File: config.mk
export PLATFORM = sky130hd
export DESIGN_NAME = smallest_string_period
export DESIGN_NICKNAME = d
export VERILOG_FILES = /design/src/design/ssp_pkg.sv /design/src/design/ssp_cell.sv /design/src/design/ssp_ctrl.sv /design/src/design/smallest_string_period.sv
export SDC_FILE = /design/constraint.sdc
export NUM_CORES = 1
export LEC_CHECK = 0
export BUFFER_PORTS_ARGS = -buffer_cell sky130_fd_sc_hd__buf_4
export CORE_ASPECT_RATIO = 1.1
export CORE_MARGIN = 4
export CORE_UTILIZATION = 35
export DETAILED_ROUTE_END_ITERATION = 8
export GPL_ROUTABILITY_DRIVEN = 0
export PLACE_DENSITY_LB_ADDON = 0.05
export SYNTH_ARGS = -nofsm -noshare
export SYNTH_HDL_FRONTEND = slang
export SYNTH_SLANG_ARGS = --single-unit
export TNS_END_PERCENT = 20
File: constraint.sdc
create_clock -name clk -period 24 [get_ports clk]
set_input_delay 3.6 -clock clk [delete_from_list [all_inputs] [get_ports clk]]
set_output_delay 3.6 -clock clk [all_outputs]
set_load 0.01 [all_outputs]
File: src/design/ssp_pkg.sv
// ----------------------------------------------------------------------------
// ssp_pkg: shared types for the string period finder
// Control group sent to the comparison cells and the sequencer state type.
// ----------------------------------------------------------------------------
package ssp_pkg;

    localparam int PERIOD_W = 6;

    typedef enum logic [0:0] {
        ST_COLLECT,
        ST_SCAN
    } ssp_state_t;

    typedef struct packed {
        logic take;        // a byte request is accepted this cycle
        logic last;        // that byte closes the string
        logic scan_shift;  // move the candidate bits one cell toward cell 0
    } ssp_cell_ctl_t;

endpackage

File: src/design/ssp_cell.sv
// ----------------------------------------------------------------------------
// ssp_cell: one shift of the period search
// Holds the byte INDEX+1 places back, compares it with each new byte and
// keeps a sticky mismatch flag; on the final byte it latches a candidate bit.
// ----------------------------------------------------------------------------
module ssp_cell
    import ssp_pkg::*;
#(
    parameter int INDEX = 0,
    parameter int CNT_W = 7
)
(
    input  logic                clk,
    input  logic                rst_n,
    input  ssp_cell_ctl_t       ctl,
    input  logic [7:0]          byte_in,
    input  logic [7:0]          prev_byte,
    input  logic                prev_filled,
    input  logic                scan_in,
    input  logic [CNT_W-1:0]    elig_count,
    input  logic                elig_ovf,
    output logic [7:0]          recent_byte,
    output logic                filled,
    output logic                scan_bit
);

    localparam int NEED = 2 * (INDEX + 1);

    logic [7:0] recent_reg;
    logic [7:0] recent_next;
    logic       filled_reg;
    logic       filled_next;
    logic       broken_reg;
    logic       broken_next;
    logic       scan_reg;
    logic       scan_next;
    logic       broken_upd;
    logic       eligible;

    assign broken_upd = broken_reg | (filled_reg && (recent_reg != byte_in));
    assign eligible   = elig_ovf || (elig_count >= CNT_W'(NEED));

    always_comb
    begin
        recent_next = recent_reg;
        filled_next = filled_reg;
        broken_next = broken_reg;
        scan_next   = scan_reg;
        if (ctl.take)
        begin
            recent_next = prev_byte;
            filled_next = ctl.last ? 1'b0 : prev_filled;
            broken_next = ctl.last ? 1'b0 : broken_upd;
            if (ctl.last)
            begin
                scan_next = eligible && !broken_upd;
            end
        end
        if (ctl.scan_shift)
        begin
            scan_next = scan_in;
        end
    end

    always_ff @(posedge clk or negedge rst_n)
    begin
        if (!rst_n)
        begin
            filled_reg <= 1'b0;
            broken_reg <= 1'b0;
            scan_reg   <= 1'b0;
        end
        else
        begin
            filled_reg <= filled_next;
            broken_reg <= broken_next;
            scan_reg   <= scan_next;
        end
    end

    always_ff @(posedge clk)
    begin
        recent_reg <= recent_next;
    end

    assign recent_byte = recent_reg;
    assign filled      = filled_reg;
    assign scan_bit    = scan_reg;

endmodule

File: src/design/ssp_ctrl.sv
// ----------------------------------------------------------------------------
// ssp_ctrl: length count, candidate scan and result register
// Counts bytes, drives the cell row, walks the candidate bits after the
// final byte and holds the result until it is taken.
// ----------------------------------------------------------------------------
module ssp_ctrl
    import ssp_pkg::*;
#(
    parameter int MAX_LEN = 64,
    parameter int NSHIFT  = 32,
    parameter int CNT_W   = 7,
    parameter int IDX_W   = 6
)
(
    input  logic                clk,
    input  logic                rst_n,
    input  logic                in_valid,
    output logic                in_stall,
    input  logic                last_byte,
    input  logic                out_stall,
    output logic                out_valid,
    output logic [PERIOD_W-1:0] period,
    output logic                too_long,
    input  logic                scan_head,
    output ssp_cell_ctl_t       cell_ctl,
    output logic [CNT_W-1:0]    elig_count,
    output logic                elig_ovf
);

    ssp_state_t          state_reg;
    ssp_state_t          state_next;
    logic [CNT_W-1:0]    count_reg;
    logic [CNT_W-1:0]    count_next;
    logic                ovf_reg;
    logic                ovf_next;
    logic [IDX_W-1:0]    idx_reg;
    logic [IDX_W-1:0]    idx_next;
    logic                tl_reg;
    logic                tl_next;
    logic                out_valid_reg;
    logic                out_valid_next;
    logic [PERIOD_W-1:0] period_reg;
    logic [PERIOD_W-1:0] period_next;
    logic                too_long_reg;
    logic                too_long_next;

    logic in_take;
    logic full;
    logic out_free;
    logic scan_done;
    logic load_result;
    logic shift_en;

    assign full       = (count_reg >= CNT_W'(MAX_LEN));
    assign elig_count = full ? count_reg : count_reg + 1'b1;
    assign elig_ovf   = ovf_reg | full;
    assign out_free   = !out_valid_reg || !out_stall;
    assign scan_done  = scan_head || (idx_reg == IDX_W'(NSHIFT));

    // next state
    always_comb
    begin
        state_next = state_reg;
        case (state_reg)
            ST_COLLECT:
            begin
                if (in_take && last_byte)
                begin
                    state_next = ST_SCAN;
                end
            end
            ST_SCAN:
            begin
                if (scan_done && out_free)
                begin
                    state_next = ST_COLLECT;
                end
            end
            default:
            begin
                state_next = ST_COLLECT;
            end
        endcase
    end

    // state outputs
    always_comb
    begin
        in_stall    = 1'b0;
        load_result = 1'b0;
        shift_en    = 1'b0;
        case (state_reg)
            ST_COLLECT:
            begin
                in_stall = 1'b0;
            end
            ST_SCAN:
            begin
                in_stall    = 1'b1;
                load_result = scan_done && out_free;
                shift_en    = !scan_done;
            end
            default:
            begin
                in_stall = 1'b1;
            end
        endcase
    end

    assign in_take             = in_valid && !in_stall;
    assign cell_ctl.take       = in_take;
    assign cell_ctl.last       = last_byte;
    assign cell_ctl.scan_shift = shift_en;

    always_comb
    begin
        count_next     = count_reg;
        ovf_next       = ovf_reg;
        idx_next       = idx_reg;
        tl_next        = tl_reg;
        out_valid_next = out_valid_reg && out_stall;
        period_next    = period_reg;
        too_long_next  = too_long_reg;
        if (in_take)
        begin
            if (last_byte)
            begin
                count_next = '0;
                ovf_next   = 1'b0;
                tl_next    = elig_ovf;
                idx_next   = IDX_W'(1);
            end
            else
            begin
                count_next = elig_count;
                ovf_next   = elig_ovf;
            end
        end
        if (shift_en)
        begin
            idx_next = idx_reg + 1'b1;
        end
        if (load_result)
        begin
            out_valid_next = 1'b1;
            period_next    = scan_head ? PERIOD_W'(idx_reg) : '0;
            too_long_next  = tl_reg;
        end
    end

    always_ff @(posedge clk or negedge rst_n)
    begin
        if (!rst_n)
        begin
            state_reg     <= ST_COLLECT;
            count_reg     <= '0;
            ovf_reg       <= 1'b0;
            idx_reg       <= IDX_W'(1);
            tl_reg        <= 1'b0;
            out_valid_reg <= 1'b0;
        end
        else
        begin
            state_reg     <= state_next;
            count_reg     <= count_next;
            ovf_reg       <= ovf_next;
            idx_reg       <= idx_next;
            tl_reg        <= tl_next;
            out_valid_reg <= out_valid_next;
        end
    end

    always_ff @(posedge clk)
    begin
        period_reg   <= period_next;
        too_long_reg <= too_long_next;
    end

    assign out_valid = out_valid_reg;
    assign period    = period_reg;
    assign too_long  = too_long_reg;

`ifndef NO_ASSERTIONS
    a_count_range: assert property (@(posedge clk) disable iff (!rst_n)
        count_reg <= CNT_W'(MAX_LEN))
        else $error("byte count beyond maximum length");

    a_ovf_full: assert property (@(posedge clk) disable iff (!rst_n)
        ovf_reg |-> (count_reg == CNT_W'(MAX_LEN)))
        else $error("overflow flag set with count below maximum");

    a_scan_idx: assert property (@(posedge clk) disable iff (!rst_n)
        (state_reg == ST_SCAN) |-> (idx_reg >= IDX_W'(1) && idx_reg <= IDX_W'(NSHIFT)))
        else $error("scan index out of range");

    a_last_scan: assert property (@(posedge clk) disable iff (!rst_n)
        (in_take && last_byte) |=> (state_reg == ST_SCAN && count_reg == '0))
        else $error("final byte did not start the scan");

    a_result_src: assert property (@(posedge clk) disable iff (!rst_n)
        $rose(out_valid_reg) |-> $past(state_reg == ST_SCAN))
        else $error("result appeared outside a scan");
`endif

endmodule

File: src/design/smallest_string_period.sv
// ----------------------------------------------------------------------------
// smallest_string_period: smallest repeat period of a byte string
// Row of MAX_LEN/2 compare cells plus a sequencer that reports the period.
// ----------------------------------------------------------------------------
// Bytes are taken one per cycle while a string is being collected; each one
// is compared in that cycle against the bytes 1 to MAX_LEN/2 places back,
// one cell of the row per shift. After the final byte the input stalls while
// the row's candidate bits are shifted out one cell per cycle: the scan stops
// at the first set bit, the smallest period, else at the last cell, and the
// result then sits in an output register until taken (the next string may
// start while it waits). Periods above MAX_LEN/2 are not searched; a string
// longer than MAX_LEN sets too_long. Reset clears flags but not bytes or result.
module smallest_string_period
    import ssp_pkg::*;
#(
    parameter int MAX_LEN = 64
)
(
    input  logic                clk,
    input  logic                rst_n,
    input  logic                in_valid,
    output logic                in_stall,
    input  logic [7:0]          byte_value,
    input  logic                last_byte,
    output logic                out_valid,
    input  logic                out_stall,
    output logic [PERIOD_W-1:0] period,
    output logic                too_long
);

    localparam int NSHIFT = MAX_LEN / 2;
    localparam int CNT_W  = $clog2(MAX_LEN + 1);
    localparam int IDX_W  = $clog2(NSHIFT + 1);

    ssp_cell_ctl_t    cell_ctl;
    logic [CNT_W-1:0] elig_count;
    logic             elig_ovf;
    logic [7:0]       recent_byte [NSHIFT];
    logic             filled      [NSHIFT];
    logic             scan_bit    [NSHIFT];

    ssp_ctrl #(
        .MAX_LEN (MAX_LEN),
        .NSHIFT  (NSHIFT),
        .CNT_W   (CNT_W),
        .IDX_W   (IDX_W)
    ) u_ctrl (
        .clk        (clk),
        .rst_n      (rst_n),
        .in_valid   (in_valid),
        .in_stall   (in_stall),
        .last_byte  (last_byte),
        .out_stall  (out_stall),
        .out_valid  (out_valid),
        .period     (period),
        .too_long   (too_long),
        .scan_head  (scan_bit[0]),
        .cell_ctl   (cell_ctl),
        .elig_count (elig_count),
        .elig_ovf   (elig_ovf)
    );

    for (genvar k = 0; k < NSHIFT; k++)
    begin : g_cell
        logic [7:0] prev_byte;
        logic       prev_filled;
        logic       scan_in;

        if (k == 0)
        begin : g_head
            assign prev_byte   = byte_value;
            assign prev_filled = 1'b1;
        end
        else
        begin : g_body
            assign prev_byte   = recent_byte[k-1];
            assign prev_filled = filled[k-1];
        end

        if (k == NSHIFT - 1)
        begin : g_tail
            assign scan_in = 1'b0;
        end
        else
        begin : g_mid
            assign scan_in = scan_bit[k+1];
        end

        ssp_cell #(
            .INDEX (k),
            .CNT_W (CNT_W)
        ) u_cell (
            .clk         (clk),
            .rst_n       (rst_n),
            .ctl         (cell_ctl),
            .byte_in     (byte_value),
            .prev_byte   (prev_byte),
            .prev_filled (prev_filled),
            .scan_in     (scan_in),
            .elig_count  (elig_count),
            .elig_ovf    (elig_ovf),
            .recent_byte (recent_byte[k]),
            .filled      (filled[k]),
            .scan_bit    (scan_bit[k])
        );
    end

endmodule
== Word-level counts from Yosys, hierarchy flattened ==
Cells that the tools add are included.
Word-level totals
  output and inout bits: 9
  register bits: 376
  word-level logic and storage cells: 553
  bits of input ports: 13
Cells by class
  multiplexer cells: 173
  bitwise gates (word level): 34
  order comparisons: 33
  equality and inequality tests: 33
  reduce and logical (&&, ||, !) cells: 142
  $add $sub $neg: 2
Operators by type and width (count)
  $ne A8 B8 Y1: 32
  $mux W1: 166
  $ge A7 B6 Y1 const B: 16
  $logic_and A1 B1 Y1: 68
  $ge A7 B5 Y1 const B: 8
  $logic_not A1 Y1: 36
  $logic_or A1 B1 Y1: 34
  $or A1 B1 Y1: 33
  $ge A7 B4 Y1 const B: 4
  $mux W6: 3
  $ge A7 B3 Y1 const B: 2
  $ge A7 B7 Y1 const B: 2
  $mux W7: 2
  $add A7 B1 Y7 const B: 1
  $ge A7 B2 Y1 const B: 1
  $add A6 B1 Y6 const B: 1
  $eq A6 B6 Y1 const B: 1
  $pmux W1 S2: 2
  $reduce_and A2 Y1: 2
  $reduce_bool A2 Y1: 2
  $not A1 Y1: 1

== Depth between registers and ports, before layout ==
Gate-level depths: netlist of the first run.
  depth in word-level cells: 8
  depth in mapped cells: 9
  mapped depth without buffers: 7

== Hierarchy ==
From an unflattened synthesis of the first run, not the netlist that was laid out.
Unflattened totals
  cell total of the unflattened synthesis: 1256
  area, all modules: 16673.5 um^2
By module, submodules not included
  ssp_cell (g_cell[14].u_cell ...): seq. area each 315.3 um^2, cells each 35, times used 5, area each 480.5 um^2
  ssp_cell (g_cell[17].u_cell ...): seq. area each 315.3 um^2, cells each 35, times used 4, area each 479.2 um^2
  ssp_cell (g_cell[15].u_cell ...): seq. area each 315.3 um^2, cells each 36, times used 3, area each 480.5 um^2
  ssp_cell (g_cell[13].u_cell ...): seq. area each 315.3 um^2, cells each 35, times used 3, area each 478.0 um^2
  ssp_ctrl: seq. area each 636.9 um^2, cells each 119, times used 1, area each 1278.7 um^2
  ssp_cell (g_cell[18].u_cell ...): seq. area each 315.3 um^2, cells each 36, times used 2, area each 485.5 um^2
  ssp_cell (g_cell[22].u_cell ...): seq. area each 315.3 um^2, cells each 37, times used 2, area each 484.2 um^2
  ssp_cell (g_cell[30].u_cell ...): seq. area each 315.3 um^2, cells each 36, times used 2, area each 479.2 um^2
  ssp_cell (g_cell[11].u_cell ...): seq. area each 315.3 um^2, cells each 34, times used 2, area each 474.2 um^2
  ssp_cell (g_cell[10].u_cell): seq. area each 315.3 um^2, cells each 37, times used 1, area each 489.2 um^2
  ssp_cell (g_cell[16].u_cell): seq. area each 315.3 um^2, cells each 36, times used 1, area each 488.0 um^2
  ssp_cell (g_cell[0].u_cell): seq. area each 315.3 um^2, cells each 35, times used 1, area each 486.7 um^2
  ssp_cell (g_cell[20].u_cell): seq. area each 315.3 um^2, cells each 38, times used 1, area each 486.7 um^2
  ssp_cell (g_cell[21].u_cell): seq. area each 315.3 um^2, cells each 37, times used 1, area each 486.7 um^2
  +5 rows

== Worst setup path after synthesis of the first run ==
Ideal clock, no wire load.
  path type: in2reg
  start point: in in_valid
  end point: reg u_ctrl.count_reg[5]
  setup slack: 12.102 ns
  stages: 5
  arrival: 11.420 ns
  setup time: 0.478 ns
  path buffers: 2
  required time: 23.522 ns
  cells stage by stage: nand2_1 inv_2 clkbuf_1 clkbuf_1 o21ai_0
On the way
  cells in the longest elaborated chain, start to end: 1
Ends and longest elaborated chain
  start: declaration: RTL line smallest_string_period.sv:21  | input logic in_valid,
  $logic_and A1 B1 Y1: RTL line ssp_ctrl.sv:110  | assign in_take = in_valid && !in_stall;
  via u_ctrl.in_take: RTL line ssp_ctrl.sv:47  | logic in_take;
  end signal: assignment: RTL line ssp_ctrl.sv:165  | count_reg <= count_next;
  end: declaration: RTL line ssp_ctrl.sv:32  | logic [CNT_W-1:0] count_reg;
The timed path passes the listed nets, and every way through them passes these cells.
A chain may end at the register's enable or synchronous reset.

== Worst setup path after layout of the first run ==
  start point: in in_valid
  end point: reg g_cell[27].u_cell.recent_reg[4] (enable)
On the way
  cells in the longest elaborated chain, start to end: 1
Ends and longest elaborated chain
  $logic_and A1 B1 Y1: RTL line ssp_ctrl.sv:110
  end signal: assignment: RTL line ssp_cell.sv:83  | recent_reg <= recent_next;
  end: declaration: RTL line ssp_cell.sv:29  | logic [7:0] recent_reg;
Every way passes these cells.

==> metrics.md, run 1 <==
| Metric | Value |
|---|---|
| Skew final | ~0.017 ns |
| PD cells | ~110 nW/um2 |
| Ant diodes | 0 |
| Most common cell after layout, fill and taps aside | edfxtp_1 |
| Asr flop ratio synth | 30.1% |
| Hold_buf cts | 0 |
| CP startpoint | in_valid |
| Mapped Area | about 16000 um2 |
| Detailed-route vias per instance | between 4 and 5 |
| Die height | 235 um |
| Post-CTS Resized | 0 |
| Post-synthesis mux area share | 0% |
| Worst setup SP type | input port |
| Area Overhead vs Synth | 13.1% |
| Largest family of logic cells by synthesized area | XOR/XNOR gates |
| Hpwl dp | 21800 um |
| Adder-cell share of the synthesized area | 0.306% |
| Initial core utilization | approximately 36% |
| Peak VDD IR | around 0.05 mV |
| Port Buffer Count | 21 |
| XOR/XNOR Fraction of Synth Area | around 14% |
| Vias in the first global route | 9413 |
| Fin crit share | between 20% and 30% |
| DR WL/cell | ~19 um |
| Sequential cell area | ~11000 um2 |
| Reg-to-reg critical path endpoint | g_cell[27].u_cell.recent_byte[4] |
| Row cnt | 82 |
| RR Startpoint | u_ctrl.state_reg |
| TritonCTS Buffers | 45 |
| Routed WL | approximately 35000 um |
| Fillers | approximately 4300 |
| Global-route wire length before repair | between 50000 and 60000 um |
| Critical path peak fanout | 110 |
| Actual slew at the worst max-slew pin | approximately 1.2 ns |
| EDFF count, synth | 263 |
| Hold WC Path Type | flip-flop to flip-flop |
| CTS root buffer | clkbuf_16 |
| Final Hold Vio Count | 0 |
| Max Slew Vio Count | 0 |
| Main synth FF type | edfxtp_1 |
| Nets@finish | ~1200 |
| Reg2reg path depth | 6 |
| H-Tree Level Count | 2 |
| Yosys warnings | 0 |
| Layout cells sized above 1 | roughly a tenth |
| Die width | approximately 210 um |
| Reg2reg setup slack | roughly 20 ns |
| Num ports | 22 |
| GRT Util Overall | between 10 and 15% |
| DRC viols | 0 |
| Worst Path Required | approximately 24 ns |
| Critical path arrival | ~6.3 ns |
| Drt first-iter violations | between 600 and 700 |
| Crit path capture | g_cell[27].u_cell.recent_byte[4] |
| Setup CP Type | input port to flip-flop |
| Core Region | between 40000 and 50000 um2 |
| Fmax | roughly 0.16 GHz |
| Synth Area in Compound Gates | 7.94% |
| Unrepaired setup endpoints after global routing | no |
| Multi-input logic area | 5230 um2 |
| Longest Clk Path Bufs | 3 |
| Area share of the largest cell type after synthesis | between 40% and 50% |
| Seq cells post-synth | 376 |
| Synth area leaders | edfxtp_1 (48%), dfrtp_1 (17%), xor2_1 (7.5%) |
| Synth cell types | 57 |
| Cell taking the most area after synthesis | edfxtp_1 |
| Static Leak | approximately 6.8 nW |
| Most frequent cells in the layout | edfxtp_1 (263), xor2_1 (139), nand2_1 (130) |
| Die area | around 50000 um2 |
| Final setup viols | 0 |
| Pin count of the biggest net entering global routing | ~110 |
| Via count | 9191 |
| Number of flip-flops in the largest register | around 260 |
| Total power | a little over 2 mW |
| Syn_area_per_cell | around 13 um2 |
| Final min period | ~6.1 ns |
| Seq/Total Area, Yosys | approximately two thirds |
| Max-slew headroom | roughly 22% |
| CTS tree | done |
| Max-cap violations | 0 |
| Initial antenna violation count | 0 |
| Simple-gate portion of the synthesized area | a little under a tenth |
| Clk slew on worst S/H paths | ~0.05 ns |
| Grt total ovfl | 0 |
| Worst Setup End Kind | flip-flop |
| Setup TNS | 0 ns |
| Outcome | finished clean |
| Post-CTS setup buffers | 0 |
| TritonRoute pass-1 iters | 5 |
| ANT nets after route | 0 |
| Mapped Cells | roughly 1200 |
| Synthesized Nets | roughly 1200 |
| Clk Latency, worst-skew pair | between 0.5 and 0.6 ns |
| # clock sinks | 376 |
==> worst max-delay path, cell delays in order <==
cell and delay [ns]:
buf_4 0.08, nand2_2 0.03, buf_4 0.33, inv_8 0.66, buf_4 0.70, buf_4 0.76
==> report_power, final <==
group          internal [mW]  switching (mW)
registers              0.881          0.0918
clock network          0.428           0.269
logic                  0.134           0.216
total                   1.44           0.577
==> logic make-up after synthesis <==
| kind of cell | after synthesis |
|---|---|
| simple gates | 303 |
| fa+ha+maj | 4 |
| buf+inv | 81 |
| xor+xnor | 262 |
| compound gates | 195 |
| flops | 376 |
==> worst min path at each step <==
stage,depth (start not counted),slack [ns],from,to
after floorplan,0,0.42,u_ctrl.tl_reg,u_ctrl.too_long
after global placement,0,0.45,g_cell[25].u_cell.recent_byte[0],g_cell[26].u_cell.recent_byte[0]
after detailed placement,0,0.45,u_ctrl.tl_reg,u_ctrl.too_long
after CTS,0,0.46,g_cell[11].u_cell.recent_byte[2],g_cell[12].u_cell.recent_byte[2]
after global routing,0,0.47,g_cell[11].u_cell.recent_byte[2],g_cell[12].u_cell.recent_byte[2]
final,0,0.46,g_cell[19].u_cell.recent_byte[0],g_cell[20].u_cell.recent_byte[0]
==> cells in the mapped netlist (9+ instances only) <==
library cell	instances
dfrtp_1	112
edfxtp_1	263
nand2_1	131
o21ai_0	34
a22o_1	11
nand4_1	32
clkbuf_1	32
xnor2_1	122
nor4_1	35
o31ai_1	16
nor2_1	22
buf_2	30
a22oi_1	15
nand2b_1	18
a21oi_1	54
a31o_2	15
a21boi_0	15
nand3b_1	32
and2_1	9
xor2_1	139
==> stage by stage <==
stage / worst slack (ns) / instances / instance area, um2 / util, % / hold WS (ns)
after floorplan: 12.10 / 1221 / 16300 / - / 0.425
after global placement: 17.22 / 1767 / 17000 / 37.0 / 0.449
after detailed placement: 17.20 / 1767 / 17000 / 37.0 / 0.453
after CTS: 17.82 / 1849 / 18500 / 40.3 / 0.464
after global routing: 17.61 / 1849 / 18500 / 40.3 / 0.468
final: 17.87 / 1849 / 18500 / 40.3 / 0.462
==> final cells by class <==
cell class	count	share of cell area, %
sequential	376	58.1
multi-input combinational	764	28.3
clock inverter	23	1.48
timing repair buffer	30	1.22
inverter	9	0.223
tap	588	3.98
clock buffer	59	6.71
==> routing by layer <==
layer	GRT usage (%)	wire length, um	vias up
met5	0	0	-
met4	5.09	1020	0
met3	2.31	1070	65
met2	24.3	17400	125
met1	18.2	15800	4583
li1	-	-	4418
Note: power is estimated with default switching activity, not from simulation.
==> run 2, diff against run 1 <==
Settings changed: ABC_AREA set to 1.
Clock period 24 ns to 6.3 ns, I/O delays scaled along.
==> metrics.md, run 2 <==
| Metric | Value |
|---|---|
| Outcome | finished clean |
| Max Slew Vio Count | 0 |
| Fin crit share | approximately half |
| Drt first-iter violations | 617 |
| EDFF count, synth | 263 |
| Max-cap violations | 0 |
| DRC viols | 0 |
| Final WS setup | approximately 3.2 ns |
| Initial antenna violation count | 0 |
| Seq/Total Area, Yosys | 63.6% |
| Asr flop ratio synth | a little under a third |
| Reg-to-reg critical path endpoint | g_cell[19].u_cell.scan_bit |
| Static Leak | ~7 nW |
| Clk slew on worst S/H paths | 0.06 ns |
| Worst setup SP type | flip-flop |
| Post-CTS Resized | 0 |
| Area Overhead vs Synth | 12.0% |
| Worst Path Required | roughly 6.7 ns |
| Most common cell after layout, fill and taps aside | nand2_1 |
| CTS tree | done |
| Hold WC Path Type | flip-flop to flip-flop |
| Peak VDD IR | between 0.2 and 0.25 mV |
| Routed WL | ~36000 um |
| Skew final | roughly 0.013 ns |
| Nets@finish | around 1500 |
| Port Buffer Count | 21 |
| Synth cell types | 41 |
| PD cells | about 390 nW/um2 |
| Hpwl dp | 22600 um |
| Die height | about 240 um |
| Synthesized Nets | 1507 |
| Worst Setup End Kind | flip-flop |
| Vias in the first global route | ~10000 |
| Area share of the largest cell type after synthesis | between 40% and 50% |
| Mapped Cells | about 1500 |
| ANT nets after route | 0 |
| Via count | ~9900 |
| Row cnt | 84 |
| Hold_buf cts | 0 |
| Main synth FF type | edfxtp_1 |
| Final min period | slightly above 3 ns |
| Final Hold Vio Count | 0 |
| Reg2reg path depth | 8 |
| Reg2reg setup slack | 3.19 ns |
| Count leader, synth | nand2_1 |
| Critical path peak fanout | 48 |
| Pin count of the biggest net entering global routing | 200 |
| Core Region | ~48000 um2 |
| Unrepaired setup endpoints after global routing | no |
| Clk Latency, worst-skew pair | around 0.57 ns |
| Yosys warnings | 0 |
| H-Tree Level Count | 2 |
| Cell taking the most area after synthesis | edfxtp_1 |
| GRT Util Overall | 14.1% |
| Syn_area_per_cell | between 10 and 15 um2 |
| Final setup viols | 0 |
| Longest Clk Path Bufs | 3 |
| CTS root buffer | clkbuf_16 |
| CP startpoint | u_ctrl.state_reg |
| Die width | approximately 220 um |
| Mapped Area | between 15000 and 20000 um2 |
| TritonCTS Buffers | 45 |
| Total power | between 7 and 8 mW |
| Die area | between 50000 and 60000 um2 |
| Most frequent cells in the layout | nand2_1 (290), edfxtp_1 (263), xnor2_1 (228) |
| Met3 global-route usage | between 2 and 2.5% |
| Post-CTS setup buffers | 0 |
| Critical path arrival | 3.55 ns |
| Met1 GRT Util | 18.4% |
| TritonRoute pass-1 iters | 6 |
| Setup CP Type | flip-flop to flip-flop |
| Max-slew headroom | around 17% |
| DR WL/cell | around 16 um |
| Synth area leaders | edfxtp_1 (47%), dfrtp_1 (17%), xnor2_1 (12%) |
| RR Startpoint | u_ctrl.state_reg |
| Initial core utilization | about a third |
| Actual slew at the worst max-slew pin | 1.24 ns |
| # clock sinks | ~380 |
| Setup TNS | 0 ns |
| Number of flip-flops in the largest register | approximately 260 |
| Crit path capture | g_cell[19].u_cell.scan_bit |
| Pre-CTS WS | between 2 and 3 ns |
| Layout cells sized above 1 | under 10% |
| Grt total ovfl | 0 |
| Met2 usage | 24.4% |
| Final Non-Filler Cells | ~2200 |
| Detailed-route vias per instance | between 4 and 5 |
| Seq cells post-synth | roughly 380 |
| Commonest cells post-synth | nand2_1 (290), edfxtp_1 (263), xnor2_1 (228) |
| Global-route wire length before repair | 57900 um |
| Num ports | 22 |
| GR peak layer | met2 |
| Dpl cells | about 2100 |
| Fmax | roughly 0.32 GHz |
## run 2: cell count changes in the layout (fill, tap and decap cells not counted), sizes merged, moves of 18 or more
cell	previous run	this run
inv	9	158
xor2	140	6
a21oi	54	35
xnor2	122	228
o22ai	3	69
nand3b	32	1
nand3	6	56
nand4	32	8
nor2	22	119
nor4	35	0
nand2b	18	0
nand2	131	303
## run 2: cell type report
type | count | area, um2
inverter | 157 | 607
sequential | 376 | 10700
multi-input combinational | 900 | 5180
clock buffer | 62 | 1230
antenna | 1 | 2.50
fill | 4693 | 28800
clock inverter | 20 | 120
tap | 645 | 807
timing repair buffer | 26 | 208
## run 2: through the flow
step	cell area [um2]	utilization, %	hold WS, ns
floorplan	16900	-	0.425
global placement	17500	36.7	0.443
detailed placement	17500	36.7	0.453
CTS	18900	39.6	0.460
global route	18900	39.6	0.471
finish	18900	39.6	0.461
## run 2: worst min path at each step
stage                                           from  slack, ns  cells after the start                          endpoint
global route        g_cell[25].u_cell.recent_byte[3]       0.47                      0  g_cell[26].u_cell.recent_byte[3]
CTS                 g_cell[20].u_cell.recent_byte[0]       0.46                      0  g_cell[21].u_cell.recent_byte[0]
finish              g_cell[20].u_cell.recent_byte[5]       0.46                      0  g_cell[21].u_cell.recent_byte[5]
floorplan                              u_ctrl.tl_reg       0.43                      0                   u_ctrl.too_long
detailed placement                     u_ctrl.tl_reg       0.45                      0                   u_ctrl.too_long
global placement                       u_ctrl.tl_reg       0.44                      0                   u_ctrl.too_long
## run 2: layer usage
| layer | wire length (um) | share of wire [%] |
|---|---|---|
| met3 | 1010 | 2.8 |
| met1 | 16300 | 46 |
| met2 | 17600 | 49 |
| met5 | 0 | 0 |
| met4 | 769 | 2.2 |
## run 2: critical path, cell delays in order (launching register included)
cell and delay (ns):
dfrtp_1 0.41, inv_1 0.12, nand2_2 0.16, nor2_4 0.57, inv_2 0.50, nand2_1 0.58, buf_4 0.35, o22ai_1 0.10
o21bai_1 0.16
## run 2: logic make-up after synthesis
logic type | synth area share, %
and+or+nand+nor | 12.9
DFF | 63.6
xor gates and xnor gates | 12.2
buffers and inverters | 5.63
AOI/OAI and AO/OA | 5.32
adders and majority gates | 0.297
## run 2: power by group
| part | leakage [nW] | internal (mW) | switching, mW |
|---|---|---|---|
| sequential | 4.05 | 3.31 | 0.286 |
| combinational | 2.31 | 0.471 | 0.810 |
| clock | 0.656 | 1.40 | 1.01 |
